===== src/rtl/hcb_pkg.sv =====
package hcb_pkg;

    localparam int SYM_W     = 8;
    localparam int SYMBOLS   = 256;
    localparam int CNT_W     = 16;
    localparam int CODE_W    = 24;
    localparam int LEN_W     = 5;
    localparam int NODES     = 511;
    localparam int NODE_AW   = 9;
    localparam int TC_W      = 9;
    localparam int FOREST_W  = CNT_W + NODE_AW;
    localparam int NODE_W    = 1 + SYM_W + 2 * NODE_AW;
    localparam int NCODE_W   = LEN_W + CODE_W;

    localparam logic [CNT_W-1:0] CNT_MAX  = {CNT_W{1'b1}};
    localparam logic [LEN_W-1:0] LEN_OVER = LEN_W'(CODE_W + 1);

    // actions carried in s_tuser
    localparam logic [1:0] ACT_ADD   = 2'd0;
    localparam logic [1:0] ACT_BUILD = 2'd1;
    localparam logic [1:0] ACT_QUERY = 2'd2;
    localparam logic [1:0] ACT_CLEAR = 2'd3;

    // result status codes
    localparam logic [1:0] ST_OK    = 2'd0;
    localparam logic [1:0] ST_SAT   = 2'd1;
    localparam logic [1:0] ST_EMPTY = 2'd2;

    // datapath operations
    localparam logic [4:0] OP_NONE  = 5'd0;
    localparam logic [4:0] OP_LATCH = 5'd1;
    localparam logic [4:0] OP_HRD   = 5'd2;
    localparam logic [4:0] OP_HWR   = 5'd3;
    localparam logic [4:0] OP_CLR   = 5'd4;
    localparam logic [4:0] OP_QRD   = 5'd5;
    localparam logic [4:0] OP_QRES  = 5'd6;
    localparam logic [4:0] OP_BINIT = 5'd7;
    localparam logic [4:0] OP_SCAN  = 5'd8;
    localparam logic [4:0] OP_BEMP  = 5'd9;
    localparam logic [4:0] OP_PINIT = 5'd10;
    localparam logic [4:0] OP_PICK  = 5'd11;
    localparam logic [4:0] OP_M1    = 5'd12;
    localparam logic [4:0] OP_M2    = 5'd13;
    localparam logic [4:0] OP_M3    = 5'd14;
    localparam logic [4:0] OP_WINIT = 5'd15;
    localparam logic [4:0] OP_WRD   = 5'd16;
    localparam logic [4:0] OP_WDAT  = 5'd17;
    localparam logic [4:0] OP_WRGT  = 5'd18;
    localparam logic [4:0] OP_BRES  = 5'd19;
    localparam logic [4:0] OP_OUT   = 5'd20;

    typedef struct packed {
        logic [4:0] op;
    } hcb_cmd_t;

    typedef struct packed {
        logic scan_done;
        logic pick_done;
        logic tc_zero;
        logic tc_one;
        logic n_zero;
        logic out_free;
    } hcb_stat_t;

endpackage


===== src/rtl/hcb_ctrl.sv =====
module hcb_ctrl import hcb_pkg::*; (
    input  logic       aclk,
    input  logic       aresetn,
    input  logic       in_valid,
    input  logic [1:0] in_action,
    output logic       in_ready,
    input  hcb_stat_t  stat,
    output hcb_cmd_t   cmd
);

    localparam logic [4:0] S_IDLE  = 5'd0;
    localparam logic [4:0] S_ADRD  = 5'd1;
    localparam logic [4:0] S_ADWR  = 5'd2;
    localparam logic [4:0] S_CLR   = 5'd3;
    localparam logic [4:0] S_QRD   = 5'd4;
    localparam logic [4:0] S_QRES  = 5'd5;
    localparam logic [4:0] S_BINIT = 5'd6;
    localparam logic [4:0] S_SCAN  = 5'd7;
    localparam logic [4:0] S_BEMP  = 5'd8;
    localparam logic [4:0] S_PINIT = 5'd9;
    localparam logic [4:0] S_PICK  = 5'd10;
    localparam logic [4:0] S_M1    = 5'd11;
    localparam logic [4:0] S_M2    = 5'd12;
    localparam logic [4:0] S_M3    = 5'd13;
    localparam logic [4:0] S_WINIT = 5'd14;
    localparam logic [4:0] S_WRD   = 5'd15;
    localparam logic [4:0] S_WDAT  = 5'd16;
    localparam logic [4:0] S_WRGT  = 5'd17;
    localparam logic [4:0] S_BRES  = 5'd18;
    localparam logic [4:0] S_DONE  = 5'd19;

    logic [4:0] state_reg, state_next;

    // sequence the datapath one operation per cycle, holding in S_DONE while the output is not free
    always_comb begin
        state_next = state_reg;
        cmd.op     = OP_NONE;
        in_ready   = 1'b0;
        case (state_reg)
            S_IDLE: begin
                in_ready = 1'b1;
                if (in_valid) begin
                    cmd.op = OP_LATCH;
                    case (in_action)
                        ACT_ADD:   state_next = S_ADRD;
                        ACT_BUILD: state_next = S_BINIT;
                        ACT_QUERY: state_next = S_QRD;
                        default:   state_next = S_CLR;
                    endcase
                end
            end
            S_ADRD:  begin cmd.op = OP_HRD;  state_next = S_ADWR; end
            S_ADWR:  begin cmd.op = OP_HWR;  state_next = S_DONE; end
            S_CLR:   begin cmd.op = OP_CLR;  state_next = S_DONE; end
            S_QRD:   begin cmd.op = OP_QRD;  state_next = S_QRES; end
            S_QRES:  begin cmd.op = OP_QRES; state_next = S_DONE; end
            S_BINIT: begin cmd.op = OP_BINIT; state_next = S_SCAN; end
            S_SCAN: begin
                cmd.op = OP_SCAN;
                if (stat.scan_done) begin
                    if (stat.tc_zero)     state_next = S_BEMP;
                    else if (stat.tc_one) state_next = S_WINIT;
                    else                  state_next = S_PINIT;
                end
            end
            S_BEMP:  begin cmd.op = OP_BEMP;  state_next = S_DONE; end
            S_PINIT: begin cmd.op = OP_PINIT; state_next = S_PICK; end
            S_PICK: begin
                cmd.op = OP_PICK;
                if (stat.pick_done) state_next = S_M1;
            end
            S_M1:    begin cmd.op = OP_M1; state_next = S_M2; end
            S_M2:    begin cmd.op = OP_M2; state_next = S_M3; end
            S_M3: begin
                cmd.op     = OP_M3;
                state_next = stat.tc_one ? S_WINIT : S_PINIT;
            end
            S_WINIT: begin cmd.op = OP_WINIT; state_next = S_WRD; end
            S_WRD:   begin cmd.op = OP_WRD;   state_next = S_WDAT; end
            S_WDAT:  begin cmd.op = OP_WDAT;  state_next = S_WRGT; end
            S_WRGT: begin
                cmd.op     = OP_WRGT;
                state_next = stat.n_zero ? S_BRES : S_WRD;
            end
            S_BRES:  begin cmd.op = OP_BRES; state_next = S_DONE; end
            S_DONE: begin
                if (stat.out_free) begin
                    cmd.op     = OP_OUT;
                    state_next = S_IDLE;
                end
            end
            default: state_next = S_IDLE;
        endcase
    end

    always_ff @(posedge aclk) begin
        if (!aresetn) begin
            state_reg <= S_IDLE;
        end else begin
            state_reg <= state_next;
        end
    end

endmodule


===== config.mk =====
export PLATFORM = sky130hd
export DESIGN_NAME = hcb_ctrl
export DESIGN_NICKNAME = d
export VERILOG_FILES = /design/src/rtl/hcb_pkg.sv /design/src/rtl/hcb_ctrl.sv
export SDC_FILE = /design/constraint.sdc
export NUM_CORES = 1
export LEC_CHECK = 0
export CORE_AREA = 2 2 39 41
export CTS_BUF_LIST = sky130_fd_sc_hd__clkbuf_4
export CTS_CLUSTER_DIAMETER = 100
export CTS_CLUSTER_SIZE = 14
export DETAILED_ROUTE_END_ITERATION = 10
export DIE_AREA = 0 0 41 43
export DONT_BUFFER_PORTS = 1
export PLACE_DENSITY_LB_ADDON = 0.15
export SYNTH_ARGS = -nofsm -noshare
export SYNTH_HDL_FRONTEND = slang
export SYNTH_SLANG_ARGS = --single-unit

===== constraint.sdc =====
create_clock -name aclk -period 2.95 [get_ports aclk]
set_input_delay 0.59 -clock aclk [delete_from_list [all_inputs] [get_ports aclk]]
set_output_delay 0.59 -clock aclk [all_outputs]
set_load 0.1 [all_outputs]

# --- Yosys cells after proc, flatten, opt, wreduce, memory -nomap -nowiden ---
# Index checks and enable logic that the tools add are counted.
totals:
  register_bits: 5
  inputBits: 11
  word_cells: 43
op_classes:
  eq_ne: 25
  mux: 13
  n_reduce_logical: 4
op_table:
  columns: ["operator", "n"]
  rows:
  - ["5-bit case mux with 20 select lines", 1]
  - ["5-bit case mux with 16 select lines", 1]
  - ["5-bit by 4-bit equality test with 1-bit output (second input constant)", 8]
  - ["5-bit two-way mux", 6]
  - ["5-bit by 3-bit equality test with 1-bit output (second input constant)", 4]
  - ["5-bit equality test (second input constant)", 4]
  - ["5-bit by 2-bit equality test with 1-bit output (second input constant)", 2]
  - ["3-bit case mux with 3 select lines", 1]
  - ["2-bit inequality test (second input constant)", 4]
  - ["3-bit two-way mux", 2]
  - ["5-bit by 1-bit equality test with 1-bit output (second input constant)", 1]
  - ["5-bit logical NOT", 1]
  - ["5-bit OR reduction", 1]
  - ["4-bit AND reduction", 1]
  - ["2-bit by 1-bit equality test with 1-bit output (second input constant)", 1]
  - ["2-bit equality test (second input constant)", 1]
  - ["2-bit logical NOT", 1]
  - ["1-bit two-way mux", 2]

# --- Logic depth before layout (Yosys ltp) ---
logic_depth:
  word_depth: 4
  mapped_depth: 6
  ltp_nobuf: 6

# --- Least setup slack after synthesis ---
# No wires, ideal clock.
synth_path:
  kind: "register to output"
  start: "register state_reg[2]"
  end: "output cmd[0] in the netlist's numbering"
  arrival_time_ns: 3.136
  t_required_ns: 2.360
  slack_ns: -0.776
  path_stages_with_launch: 6
  cell_sequence: "dfxtp_1 -> buf_6 -> clkbuf_1 -> or3_1 -> nor3_1 -> a211oi_1"
synth_rtl:
  columns: ["item", "line", "rtl"]
  rows:
  - ["from (decl)", "hcb_ctrl.sv:32", "logic [4:0] state_reg, state_next;"]
  - ["from (signal assigned)", "hcb_ctrl.sv:100", "state_reg <= state_next;"]
  - ["to (decl)", "hcb_ctrl.sv:8", "output hcb_cmd_t cmd"]

==> implementation parameters <==
Parameter                              Value

Clock network
  Post-CTS setup repair buffer count    0
  Cell at the root of the clock tree    clkbuf_4
  Number of buffers added by the clock tree synthesis step    3
  Number of H-tree branching levels    1
  Clock sink total    5
  Longest Clk Path Bufs    2
  Insertion delay of the later-clocked pin in the worst-skew pair    0.26 ns
  CTS Hold Bufs    0
  # resized after CTS    0
  Clock tree from TritonCTS    done
  Clock-pin slew on the worst setup and hold paths    0.05 ns

Floorplan
  FP Rows    14
  X dimension of the die    41 microns
  Die height    43 microns
  Initial cell density of the core    0.531
  Core region area    1380 sq um
  Total I/O pin count    17
  Full die area    1760 sq um

Yosys
  Cell area after technology mapping    734 sq um
  Mean instance size in the synthesized netlist    7.57 sq um
  Share of async-settable or async-resettable flops after synthesis    0
  Top cell type's share of synthesized area    0.136
  Main synth FF type    dfxtp_1
  Commonest cells post-synth    a21oi_1, buf_2, nor2_1, nor2b_1, o21ai_0
  Synth cell types    44
  Flip-flop and latch count after synthesis    5
  Sequential fraction of the synthesis area    0.136
  Post-synthesis cell count    97
  Synth top area cells    dfxtp_1, ha_1, nor2b_1
  Synth warn    0
  Synth Net Count    111
  Area leader, netlist    dfxtp_1
  Number of synthesized flops with an enable pin    0

Outcome
  Result of the run    finished, final reports clean

Final layout
  Ant diodes    0
  Synthesis-to-layout area growth    14.7%
  Number of flip-flops under the largest register name    5
  Net total in the final layout    117
  Share of cells above drive strength 1    0.235

Critical path
  Biggest cell delay along the critical path    0.59 ns
  Data arrival at the endpoint of the critical path    1.78 ns
  Launching element type of the critical path    flip-flop
  CP required    2.36 ns
  Slowest stage cell on the critical path    dfxtp_1
  Critical-path cell list    buf_4 -> nand4b_1 -> a21oi_2 -> buf_4
  Register-to-register setup slack    1.04 ns
  Number of buffer and inverter instances along the worst setup path    2
  Cell type group with the largest total delay on the critical path    flip-flops
  Critical path type    reg2out
  Crit-path max FO    14
  Critical Path Most Common Cell    buf_4
  Type of element capturing the critical path    output pin

Place
  HPWL Detailed    1.33 mm
  Final weighted congestion in routability-driven placement    0.815
  Number of port buffers    0

Drt
  WL per Instance    15.2 microns
  Number of vias in the routed layout    745
  WL final    1.79 mm
  Detailed-routing iteration count for the pre-antenna-repair pass    4
  Initial detailed-routing violation count    11
  Total DRC errors in the routed layout    0
  Remaining antenna violation count    0
  Number of vias per cell    6.31

Timing
  RSZ-0062 raised after global routing    no
  Maximum clock frequency    421 MHz
  Post-layout minimum cycle time    2.37 ns
  Post-route setup TNS    0 ns
  Post-Route Skew    0.00886 ns
  Worst rel slew slack    0.606
  Period utilisation layout    0.805
  Final-report max-slew violation count    0
  Final number of hold-violating endpoints    0
  Number of endpoints failing setup at the final stage    0
  Measured slew at the worst slew-check pin    0.590 ns

Hold path
  Worst min path class    in2reg

Global route
  Global-route wire length before repair    3.02 mm
  Number of global-route vias before repair    697
  GR Util All Layers    0.244
  Antenna violations before repair    0
  Largest net degree at the start of global routing    19
  Remaining global-route overflow    0

Flow run
  Maxcap violations    0
-- cell type report --
| cell class | instances | area (sq um) |
|---|---|---|
| flip-flops and latches | 5 | 100 |
| repair buffers | 11 | 82.6 |
| multi-input cells | 78 | 594 |
| well taps | 16 | 20.0 |
| fillers | 125 | 542 |
| clock buffers | 4 | 30.0 |
| inverters | 4 | 15.0 |
-- path summary, 6_finish.rpt --
check / from / endpoint / depth (start not counted)
max: state_reg[1]$_SDFFE_PN0P_ / cmd[3] / 4
min: aresetn / state_reg[3]$_SDFFE_PN0P_ / 2
max reg2reg: state_reg[0]$_SDFFE_PN0P_ / state_reg[2]$_SDFFE_PN0P_ / 5
min reg2reg: state_reg[4]$_SDFFE_PN0P_ / state_reg[3]$_SDFFE_PN0P_ / 3
-- cell families (layout without fill, tap and decap cells) --
logic type	after synthesis	after routing	synth area share
xor gates and xnor gates	1	1	0.0119
and+or+nand+nor	45	45	0.411
AOI/OAI and AO/OA	29	29	0.288
DFF	5	5	0.136
adders and majority gates	3	3	0.0511
buffers and inverters	14	19	0.102
-- routing by layer --
metal  routed length (microns)  GRT usage
met3                       127     0.0576
met4                        43      0.120
met5                         0          0
met2                       819      0.366
met1                       797      0.311
-- through the flow --
step / utilization / setup slack, ns / cell area (sq um) / std cells / hold slack [ns]
after global routing: 0.608 / 0.505 / 842 / 118 / 0.459
after floorplan: - / -0.00000178 / 744 / 97 / 0.704
after detailed placement: 0.587 / 0.864 / 812 / 114 / 0.705
after CTS: 0.608 / 0.594 / 842 / 118 / 0.460
final: 0.608 / 0.575 / 842 / 118 / 0.458
after global placement: 0.587 / 0.870 / 812 / 114 / 0.691
-- worst register-to-register path, cell delays in order (launching register included) --
cell and delay, ns:
dfxtp_1 0.49, buf_4 0.28, a211o_1 0.29, a22o_1 0.20
or3b_1 0.38, a21oi_1 0.19
-- placed cells by master (no fill, tap or decap), types with 2 or more instances in the layout --
master    count
nor3b_1       2
a211oi_1      2
clkbuf_4      4
a22o_1        2
o21ai_0       5
o21ai_1       2
or3_1         2
nor3_1        4
nand2_1       4
or4_1         2
inv_1         4
nor2_1        6
a21oi_2       2
dfxtp_1       5
nand4b_1      2
nor2b_1       6
and4b_1       3
ha_1          3
a21oi_1       4
buf_4        11
nand3_1       2
Power is left out: the tool's default activity adds up to more than one toggle a clock period on the data nets, which glitch-free logic cannot reach.
